### config.mk
export PLATFORM = sky130hd
export DESIGN_NAME = fxalu_sum_cell
export DESIGN_NICKNAME = d
export VERILOG_FILES = /design/src/hw/rtl/fxalu_pkg.sv /design/src/hw/rtl/fxalu_sum_cell.sv
export SDC_FILE = /design/constraint.sdc
export NUM_CORES = 1
export LEC_CHECK = 0
export BUFFER_PORTS_ARGS = -buffer_cell sky130_fd_sc_hd__buf_2
export CORE_AREA = 2 2 216 218
export CTS_CLUSTER_SIZE = 40
export DETAILED_ROUTE_END_ITERATION = 8
export DIE_AREA = 0 0 218 220
export PLACE_DENSITY = 0.49
export SLEW_MARGIN = 25
export SYNTH_ARGS = -nofsm -noshare
export SYNTH_HDL_FRONTEND = slang
export SYNTH_SLANG_ARGS = --single-unit
export TNS_END_PERCENT = 1
### constraint.sdc
create_clock -name clk -period 5 [get_ports clk]
set_input_delay 0.25 -clock clk [delete_from_list [all_inputs] [get_ports clk]]
set_output_delay 0.25 -clock clk [all_outputs]
set_load 0.02 [all_outputs]
### src/hw/rtl/fxalu_pkg.sv
package fxalu_pkg;

  localparam int DataW = 64;
  localparam int CfgW  = 6;
  localparam int ShW   = 7;
  localparam int IdxW  = 2;

  typedef enum logic [1:0] {
    MODE_MUL  = 2'd0,
    MODE_SAT  = 2'd1,
    MODE_CONV = 2'd2,
    MODE_NONE = 2'd3
  } mode_t;

  typedef enum logic [IdxW-1:0] {
    REG_INT_BITS   = 2'd0,
    REG_FRAC_BITS  = 2'd1,
    REG_TINT_BITS  = 2'd2,
    REG_TFRAC_BITS = 2'd3
  } reg_idx_t;

  // Per-beat control carried down the chain with the data.
  typedef struct packed {
    logic             vld;
    mode_t            mode;
    logic             neg;
    logic [ShW-1:0]   w;
    logic [CfgW-1:0]  f;
  } ctl_t;

  // Effective format width: clamp to 1..64.
  function automatic logic [ShW-1:0] fmt_width(input logic [CfgW-1:0] ib,
                                               input logic [CfgW-1:0] fb);
    logic [ShW-1:0] s;
    s = {1'b0, ib} + {1'b0, fb};
    if (s == '0) s = ShW'(1);
    if (s > ShW'(64)) s = ShW'(64);
    return s;
  endfunction

  function automatic logic [DataW-1:0] wmask(input logic [ShW-1:0] w);
    logic [DataW-1:0] m;
    if (w >= ShW'(64)) m = '1;
    else m = (DataW'(1) << w[5:0]) - DataW'(1);
    return m;
  endfunction

  function automatic logic [DataW-1:0] sext(input logic [DataW-1:0] v,
                                            input logic [ShW-1:0] w);
    logic [DataW-1:0] m;
    logic [DataW-1:0] r;
    if (w >= ShW'(64)) begin
      r = v;
    end else begin
      m = DataW'(1) << (w[5:0] - 6'd1);
      r = ((v & wmask(w)) ^ m) - m;
    end
    return r;
  endfunction

endpackage

### src/hw/rtl/fxalu_sum_cell.sv
// Second cell: fold partial products into the 128-bit product.
module fxalu_sum_cell
  import fxalu_pkg::*;
(
  input  logic                 clk,
  input  logic                 rst,
  input  logic                 adv,
  input  ctl_t                 ctl_in,
  input  logic [DataW-1:0]     pp_ll,
  input  logic [DataW-1:0]     pp_lh,
  input  logic [DataW-1:0]     pp_hl,
  input  logic [DataW-1:0]     pp_hh,
  input  logic [DataW-1:0]     alt_in,
  output ctl_t                 ctl,
  output logic [2*DataW-1:0]   prod,
  output logic [DataW-1:0]     alt
);

  logic [2*DataW-1:0] prod_next;

  assign prod_next = {pp_hh, pp_ll} + ({64'd0, pp_lh} << 32) + ({64'd0, pp_hl} << 32);

  always_ff @(posedge clk) begin
    if (rst) begin
      ctl.vld <= 1'b0;
    end else if (adv) begin
      ctl.vld <= ctl_in.vld;
    end
  end

  always_ff @(posedge clk) begin
    if (adv) begin
      ctl.mode <= ctl_in.mode;
      ctl.neg  <= ctl_in.neg;
      ctl.w    <= ctl_in.w;
      ctl.f    <= ctl_in.f;
      prod     <= prod_next;
      alt      <= alt_in;
    end
  end

endmodule

# Word-level counts from Yosys, hierarchy flattened
# Index checks and enable logic that the tools add are counted.
# Widths: inputs -> output; s select.
# totals
out_inout_bits,209
regBits,209
word_cells,9
# op_classes
add_sub_neg,2
# ops
op,count
$add 128x96->128,2

# Logic depth before layout (Yosys ltp)
# Gate-level depths: netlist of the first run.
# depth
word_depth,2
ltp_mapped,17
mapped_depth_nobuf,16

# Least setup slack after synthesis of the first run
# Ideal clock, no wire load.
# synth_timing
path_kind,input port to flip-flop
start,in pp_ll[33]
end,"reg prod[105], data pin"
path_stages,15
path_slack_ns,1.418
n_path_buf,1
setup_ns,0.258
arrival_ns,3.324
required_time_ns,4.742
path_cell_list,fa_1 > ha_1 > inv_1 > fa_1 > nor2b_1 > o2111ai_1 > a211o_1 > a31oi_2 > o21ai_2 > a211oi_2 > o2111ai_2 > a31oi_4 > buf_6 > nand3_2 > xnor2_1
# synth_via
elab_chain_len,2
# synth_lines
element,line,source
"start, declared",fxalu_sum_cell.sv:9,"input logic [DataW-1:0] pp_ll,"
$add 128x96->128 (2 in series),fxalu_sum_cell.sv:21,"assign prod_next = {pp_hh, pp_ll} + ({64'd0, pp_lh} << 32) + ({64'd0, pp_hl} << 32);"
via prod_next[105],fxalu_sum_cell.sv:19,logic [2*DataW-1:0] prod_next;
"end signal, assigned",fxalu_sum_cell.sv:37,prod <= prod_next;
"end, declared",fxalu_sum_cell.sv:15,"output logic [2*DataW-1:0] prod,"
# The timed path passes the listed nets, and every way through them passes these cells.
# A chain may end at the register's enable or synchronous reset.

# Worst setup path in the final report of the first run
# layout_timing
start,in pp_ll[33]
end,"reg prod[113], data pin"
# The elaborated chain is that of the path after synthesis.

==> results.tsv, run 1 <==
metric	value	unit
layout cells sized above 1	37.9	%
portion of the post-synthesis area used by sequential elements	52.2	%
chip width	218	um
final worst slack	1160	ps
Total Wirelength	41200	um
Leakage	7.53	nW
WP data required	5290	ps
cts-stage hold buffer count	125	
Core Box Area	45900	um2
top-area cell type share of the netlist area	52.1	%
min-delay worst type	primary input to flip-flop	
Routed WL per cell	18.4	um
router iterations before antenna repair	5	
Max Clock Skew	0	ps
vias in the first global route	10200	
Setup CP Type	primary input to flip-flop	
crit share post-route	76.7	%
Post-CTS Setup Bufs	0	
outcome	finished clean	
CTS H-Tree Depth	1	
Mapped Area	12000	um2
post-synth top area cell	edfxtp_1	
GP Congestion	0.806	
die area	48000	um2
Slew @ Worst Pin	878	ps
Setup violations, final	0	
DR DRC count	0	
CP startpoint kind	primary input	
Post-CTS Resized	0	
Synth Warn #	0	
Tmin final	3840	ps
synth unique cells	66	
Max rail drop VDD	0.254	mV
routed vias/inst	4.51	
largest net degree at the start of global routing	108	
via count	10100	
All-Layer GR Usage	16.2	%
port bufs	548	
worst reg2reg path depth	3	
CP Max Fanout	15	
RSZ-0062 raised after global routing	false	
Fill cells	4531	
Final Hold Vio Count	0	
Vert. Die Dim	220	um
crit path DAT	4130	ps
Root Buffer	clkbuf_16	
EDFF count, synth	208	
Hold Crit Depth	2	
top-level I/O count	549	
detailed placement HPWL	33000	um
Starting Density	26.2	%
initial antenna violation count	1	
setup TNS	0	ps
Area Overhead vs Synth	46.1	%
diode count	0	
Final ANT Viol Nets	0	
register area	6270	um2
post-synth net total	1394	
Rows	79	
register-to-register setup slack	3860	ps
max_cap viols	0	
synthesized flop and latch total	209	
CTS Buf Count	26	
Mapped Cells	925	
syn_area_per_cell	13.0	um2
post-place setup slack	653	ps
CTS tree	yes	
footprint of the multi-input gates	5510	um2
PwrDens	373	nW/um2
Max Slew Vio Count	0	
async set-reset flop share out of synthesis	0	%
clk_lat worst skew	540	ps
DR iter-0 viols	530	
first-pass GRT wire length	59600	um
global route total overflow	0	
clk sinks	209	
ys flop type	edfxtp_1	
Slew headroom	41.5	%
Fmax achieved	261	MHz
Nets	2076	
clock transition at the registers of the reported paths	60	ps
ranking of synthesized cells by area	edfxtp_1 (52%), fa_1 (11%), ha_1 (6.7%), xnor2_1 (5.4%), a21oi_1 (3.4%)	
CTS Buffer Depth	3	
element type at the critical path end	flip-flop	
layout make-up:
type | instances | area share [%]
Multi-Input combinational cell | 670 | 31.5
Clock buffer | 37 | 4.24
Sequential cell | 209 | 35.8
Tap cell | 607 | 4.33
Inverter | 22 | 0.471
Timing Repair Buffer | 678 | 23.1
Clock inverter | 11 | 0.664
final timing paths:
kind,start,end
max,pp_ll[33],prod[113]
min,pp_hh[47],prod[111]
max reg2reg,ctl[16],ctl[16]
min reg2reg,ctl[16],ctl[16]
worst max-delay path, cell delays in order:
cell and delay [ps]:
buf_2 110, fa_1 540, ha_1 180, inv_1 60, fa_1 400, nor2b_1 190, o2111ai_1 160, a211o_1 370
a31oi_2 320, o21ai_2 140, a211oi_2 390, o2111ai_2 200, a31oi_4 210, buf_4 280, nand4_1 150, xnor2_1 150
metrics by stage:
stage | utilization [%] | hold WS (ps) | cell area (um2) | total power [W] | cells
2_1_floorplan | - | 322 | 12000 | 0.00375 | 925
3_3_place_gp | 33.6 | 413 | 15400 | 0.00462 | 2061
3_5_place_dp | 33.6 | 416 | 15400 | 0.00461 | 2061
4_1_cts | 38.2 | 3.94 | 17500 | 0.00664 | 2234
5_1_grt | 38.2 | 7.18 | 17500 | 0.00691 | 2234
6_report | 38.2 | 28.6 | 17500 | 0.00653 | 2234
where the power goes:
| part | internal, W | leakage (nW) | switching, W |
|---|---|---|---|
| logic | 0.000874 | 5.08 | 0.00142 |
| registers | 0.00228 | 2.04 | 0.0000679 |
| clock network | 0.00114 | 0.408 | 0.000755 |
| total | 0.00429 | 7.53 | 0.00224 |
sequential cells by signal, indices dropped and copies added (netlist names):
register  flops
alt          64
prod        128
ctl          17
routing by layer:
layer / global-route usage [%] / up-vias / part of all wire, %
met3: 2.48 / 60 / 5.8
met4: 5.26 / 2 / 2.8
met2: 29.3 / 371 / 51
met1: 19.7 / 4827 / 40
met5: 0 / - / 0.041
li1: - / 4815 / -
cell usage in the layout (no fill, tap or decap), types with 4 or more instances in the layout:
cell and instances:
nand4_1 22, a21boi_0 5, clkbuf_1 7, a31oi_1 10, and4_1 4, and3_1 21
nand3_2 9, a211oi_1 4, o31ai_1 4, o21ai_1 6, nor2_1 44, dlygate4sd3_1 125
inv_1 22, a21oi_1 82, nand2_1 62, nor2b_1 7, a21o_1 33, and2_1 7
nand3_1 22, o21ai_0 37, ha_1 64, fa_1 65, edfxtp_1 208, nor3_1 7
xor2_1 18, o21bai_1 16, buf_2 547, o211ai_1 4, buf_4 5, xnor2_1 74
clkbuf_16 27
cells by family (layout without fill, tap and decap cells):
family | Yosys count | in the layout | synth area share, %
compound gates | 228 | 228 | 12.2
simple gates | 220 | 220 | 9.46
flops | 209 | 209 | 52.2
fa+ha+maj | 129 | 129 | 17.5
xor+xnor | 92 | 92 | 6.72
buf+inv | 46 | 748 | 1.81
mux | 1 | 1 | 0.0834
cells in the mapped netlist (5+ instances only):
cell / n
clkbuf_1: 11
o21bai_1: 16
and3_1: 21
buf_2: 6
nor2_1: 44
xor2_1: 18
a21oi_1: 82
ha_1: 64
a21boi_0: 5
xnor2_1: 74
nand2_1: 62
fa_1: 65
a21o_1: 33
nand3_1: 22
nand4_1: 22
inv_1: 22
o21ai_1: 6
a31oi_1: 10
edfxtp_1: 208
nor3_1: 7
o21ai_0: 37
nand3_2: 9
and2_1: 7
nor2b_1: 7
(Power assumes the default switching activity.)
==> run 2, diff against run 1 <==
--- a/config.mk
+++ b/config.mk
@@ -5,12 +5,13 @@
 export SDC_FILE = /design/constraint.sdc
 export NUM_CORES = 1
 export LEC_CHECK = 0
+export ABC_AREA = 1
 export BUFFER_PORTS_ARGS = -buffer_cell sky130_fd_sc_hd__buf_2
-export CORE_AREA = 2 2 216 218
+export CORE_AREA = 2 2 215 217
 export CTS_CLUSTER_SIZE = 40
 export DETAILED_ROUTE_END_ITERATION = 8
-export DIE_AREA = 0 0 218 220
-export PLACE_DENSITY = 0.49
+export DIE_AREA = 0 0 217 219
+export PLACE_DENSITY = 0.58
 export SLEW_MARGIN = 25
 export SYNTH_ARGS = -nofsm -noshare
 export SYNTH_HDL_FRONTEND = slang
==> constraint.sdc (replaced) <==
create_clock -name clk -period 3.74 [get_ports clk]
set_input_delay 0.187 -clock clk [delete_from_list [all_inputs] [get_ports clk]]
set_output_delay 0.187 -clock clk [all_outputs]
set_load 0.02 [all_outputs]
==> results.tsv, run 2 <==
metric	value	unit
outcome	finished clean	
global route total overflow	0	
ranking of synthesized cells by area	edfxtp_1 (40%), nand2_1 (19%), inv_1 (9.9%), fa_1 (8.3%), ha_1 (5.1%)	
DR iter-0 viols	962	
die area	47500	um2
crit path DAT	2950	ps
CTS Buf Count	26	
chip width	217	um
Worst path slowest cell	fa_1	
Commonest cells post-synth	nand2_1 (788), inv_1 (414), edfxtp_1 (208)	
most numerous cell in the Yosys netlist	nand2_1	
Setup violations, final	0	
Root Buffer	clkbuf_16	
Area Overhead vs Synth	35.8	%
Post-CTS Setup Bufs	0	
max_cap viols	0	
Rows	78	
element type at the critical path end	flip-flop	
Largest stage delay, worst path	500	ps
layout cells sized above 1	25.6	%
dpl cells	3207	
most common library cell in the layout ignoring fill and taps	nand2_1	
HP Start	pp_hh[37]	
Max Slew Vio Count	0	
Max Clock Skew	0	ps
crit share post-route	70.5	%
Reg-to-Reg Start	ctl[16]	
Setup CP Type	primary input to flip-flop	
post-synth net total	2519	
port bufs	548	
ys flop type	edfxtp_1	
post-synth top area cell	edfxtp_1	
min-delay worst type	primary input to flip-flop	
Worst path depth	13	
WP data required	4050	ps
EDFF count, synth	208	
via count	15700	
Top delay family on crit path	simple AND/OR/NAND/NOR gates	
Post-CTS Resized	0	
most frequent cells in the layout	nand2_1 (788), buf_2 (547), inv_1 (414)	
worst reg2reg path depth	3	
routed vias/inst	4.66	
Hold Crit Depth	3	
largest net degree at the start of global routing	99	
vias in the first global route	16100	
first-pass GRT wire length	95600	um
GP Congestion	0.960	
Total Wirelength	66600	um
initial antenna violation count	8	
Slew headroom	39.7	%
crit-path most repeated cell	nand2_1	
Leakage	11.2	nW
max reg flops	128	
CP Max Fanout	4	
Synth Warn #	0	
CP startpoint kind	primary input	
Slew @ Worst Pin	905	ps
Tmin final	2640	ps
clk_lat worst skew	560	ps
setup TNS	0	ps
portion of the post-synthesis area used by sequential elements	39.8	%
Final ANT Viol Nets	0	
detailed placement HPWL	56500	um
Nets	3224	
Finished Layout Cells	3376	
top-level I/O count	549	
Fmax achieved	379	MHz
Max rail drop VDD	0.298	mV
synth unique cells	32	
clock transition at the registers of the reported paths	60	ps
Final Hold Vio Count	0	
Mapped Cells	2050	
Core Box Area	45100	um2
crit path from	pp_lh[44]	
DR DRC count	0	
Mapped Area	15700	um2
Starting Density	34.9	%
Biggest register	prod	
Vert. Die Dim	219	um
syn_area_per_cell	7.68	um2
All-Layer GR Usage	27.4	%
RSZ-0062 raised after global routing	false	
CTS Buffer Depth	3	
Buf/Inv on CP	1	
PwrDens	451	nW/um2
clk sinks	209	
synthesized flop and latch total	209	
CTS H-Tree Depth	1	
CTS tree	yes	
biggest regs	prod: 128 flops, alt: 64 flops, ctl: 17 flops	
router iterations before antenna repair	5	
top-area cell type share of the netlist area	39.7	%
cts-stage hold buffer count	120	
async set-reset flop share out of synthesis	0	%
Routed WL per cell	19.7	um
critical-path cell list	buf_2 > fa_1 > ha_1 > nand2_1 > nor2_1 > nand2_1 > nor2_2 > and2_1 > nand2_1 > nand3_2 > nand2_1 > nand3_1 > nand2_1	
==> run 2: logic make-up (layout without fill, tap and decap cells) <==
| logic type | count (synthesis) | after routing | synth area share [%] |
|---|---|---|---|
| compound gates | 57 | 57 | 1.90 |
| xor+xnor | 55 | 55 | 3.06 |
| fa+ha+maj | 129 | 129 | 13.4 |
| buf+inv | 430 | 1154 | 10.3 |
| flops | 209 | 209 | 39.8 |
| mux | 1 | 1 | 0.0636 |
| other cells | 0 | 2 | 0 |
| simple gates | 1169 | 1169 | 31.6 |
==> run 2: layer usage <==
metal  vias up  wire (um)  GRT usage [%]
li1       7726          -              -
met1      7260      25500           31.1
met2       596      33300           50.1
met3       126       4160           4.44
met4        12       3570           13.1
met5         -         82              0
==> run 2: worst paths after layout <==
path | slack (ps) | endpoint
min | 30 | prod[101]
max reg2reg | 2590 | ctl[16]
min reg2reg | 1060 | ctl[16]
max | 1100 | prod[111]
==> run 2: where the power goes <==
part | internal, W | leakage [nW] | switching, W | total, W
logic | 0.00124 | 8.72 | 0.00266 | 0.00390
clock network | 0.00144 | 0.411 | 0.00109 | 0.00252
registers | 0.00305 | 2.04 | 0.000160 | 0.00321
==> run 2: worst min-delay path, cell delays in order <==
cell	delay, ps
buf_2	140
nand3_1	90
nand2_1	70
==> run 2: metrics by stage <==
step	power (W)	area [um2]	hold WS (ps)	setup slack (ps)	util, %
floorplan	0.00543	15700	259	1320	-
global placement	0.00705	19300	349	500	42.9
detailed placement	0.00705	19300	354	575	42.9
CTS	0.00973	21400	2.07	1160	47.4
global route	0.0102	21400	42.0	1000	47.4
finish	0.00964	21400	27.0	1100	47.4
==> run 2: area by class of cell <==
type	instances	area [um2]
diodes	2	5.00
inverters	429	1610
clock buffers	29	662
repair buffers	678	4040
multi-input cells	1411	7860
clock inverters	18	188
flip-flops and latches	209	6270
well taps	600	751
fillers	4530	23700
==> run 3, diff against run 2 <==
==> constraint.sdc (replaced) <==
create_clock -name clk -period 2.71 [get_ports clk]
set_input_delay 0.1355 -clock clk [delete_from_list [all_inputs] [get_ports clk]]
set_output_delay 0.1355 -clock clk [all_outputs]
set_load 0.02 [all_outputs]
==> results.tsv, run 3 (synthesis results as in run 2) <==
metric	value	unit
Final Hold Vio Count	0	
Routed WL per cell	19.3	um
Worst path depth	11	
Switch Pwr	0.00558	W
Post-CTS Setup Bufs	0	
GP Congestion	0.997	
most common library cell in the layout ignoring fill and taps	nand2_1	
router iterations before antenna repair	7	
Post-CTS Resized	0	
Fill cells	4419	
CTS Buffer Depth	3	
Hold Crit Depth	4	
routed vias/inst	4.63	
clock share of power	24.9	%
Root Buffer	clkbuf_16	
dpl cells	3388	
most frequent cells in the layout	nand2_1 (788), buf_2 (547), inv_1 (414)	
Leakage	12.1	nW
post-place setup slack	-353	ps
crit path DAT	2830	ps
placed instance area	20700	um2
Slew headroom	48.4	%
WP data required	3030	ps
cts-stage hold buffer count	136	
Max Slew Vio Count	0	
port bufs	548	
Finished Cell Area	22900	um2
first-pass GRT wire length	99600	um
Fmax achieved	397	MHz
Core Box Area	45100	um2
DR DRC count	0	
Final ANT Viol Nets	0	
Rows	78	
outcome	finished clean	
DR iter-0 viols	1125	
min-delay worst type	primary input to flip-flop	
RSZ-0062 raised after global routing	false	
Max rail drop VDD	0.434	mV
max_cap viols	0	
CTS tree	yes	
max reg flops	128	
Buf/Inv on CP	2	
crit share post-route	92.9	%
total power	0.0141	W
Worst path slowest cell	nor4_1	
clock transition at the registers of the reported paths	70	ps
Reg power frac	31.5	%
largest net degree at the start of global routing	72	
sw frac	39.6	%
CP startpoint kind	primary input	
All-Layer GR Usage	28.3	%
Slew @ Worst Pin	774	ps
CP Max Fanout	4	
Tmin final	2520	ps
Total Wirelength	68800	um
die area	47500	um2
Hold Slack	24.0	ps
final worst slack	193	ps
Area Overhead vs Synth	45.7	%
global route total overflow	0	
CTS Buf Count	26	
Logic pwr share	43.7	%
Setup violations, final	0	
detailed placement HPWL	58300	um
vias in the first global route	16700	
Biggest register	prod	
internal power	0.00852	W
PwrDens	615	nW/um2
Setup CP Type	primary input to flip-flop	
Top delay family on crit path	simple AND/OR/NAND/NOR gates	
via count	16500	
worst reg2reg path depth	3	
crit-path most repeated cell	nand2_1	
Starting Density	34.9	%
Vert. Die Dim	219	um
clk sinks	209	
element type at the critical path end	flip-flop	
CTS H-Tree Depth	1	
top-level I/O count	549	
Nets	3421	
biggest regs	prod: 128 flops, alt: 64 flops, ctl: 17 flops	
Max Clock Skew	0	ps
critical-path cell list	buf_2 > fa_1 > ha_1 > nand2_1 > nor2_2 > buf_4 > nand2_1 > nor4_1 > nand2_1 > nand3_1 > nand2_1	
initial antenna violation count	6	
Finished Layout Cells	3574	
chip width	217	um
clk_lat worst skew	560	ps
layout cells sized above 1	30.0	%
Largest stage delay, worst path	550	ps
## run 3: layer usage
layer  up-vias  GRT usage [%]  part of all wire [%]
li1       8118              -                     -
met4         6           11.6                   4.2
met1      7702           33.3                    39
met2       595           52.3                    51
met3       111           3.38                   5.7
met5         -              0                 0.052
## run 3: stage by stage
step	setup TNS (ps)	utilization (%)
3_5_place_dp	-3220	46.0
2_1_floorplan	0	-
6_report	0	50.9
3_3_place_gp	-3200	46.0
4_1_cts	0	50.9
5_1_grt	0	50.9
## run 3: final cells by class
cell class	count	area (um2)	share of cell area, %
antenna	3	7.51	0.0327
multi-input combinational	1411	7860	34.3
clock inverter	18	184	0.802
tap	600	751	3.27
timing repair buffer	875	5600	24.4
clock buffer	29	662	2.89
sequential	209	6270	27.3
inverter	429	1610	7.02
## run 3: power groups by stage
stage	sequential, W	combinational (W)	clock (W)
2_1_floorplan	0.00503	0.00247	0
3_3_place_gp	0.00451	0.00596	0
3_5_place_dp	0.00449	0.00598	0
4_1_cts	0.00444	0.00617	0.00359
5_1_grt	0.00447	0.00669	0.00370
6_report	0.00444	0.00616	0.00351
## run 3: final timing paths
path	start	endpoint	slack [ps]
worst max-delay path	pp_lh[50]	prod[107]	190
worst min-delay path	pp_hh[34]	prod[98]	20
worst max register to register	ctl[16]	ctl[16]	1560
worst min register to register	ctl[16]	ctl[16]	1060
## run 3: worst min-delay path: cells and delay by family
family                 cells  cell delay, ps
buffers and inverters      2             240
AND/OR/NAND/NOR            2             100
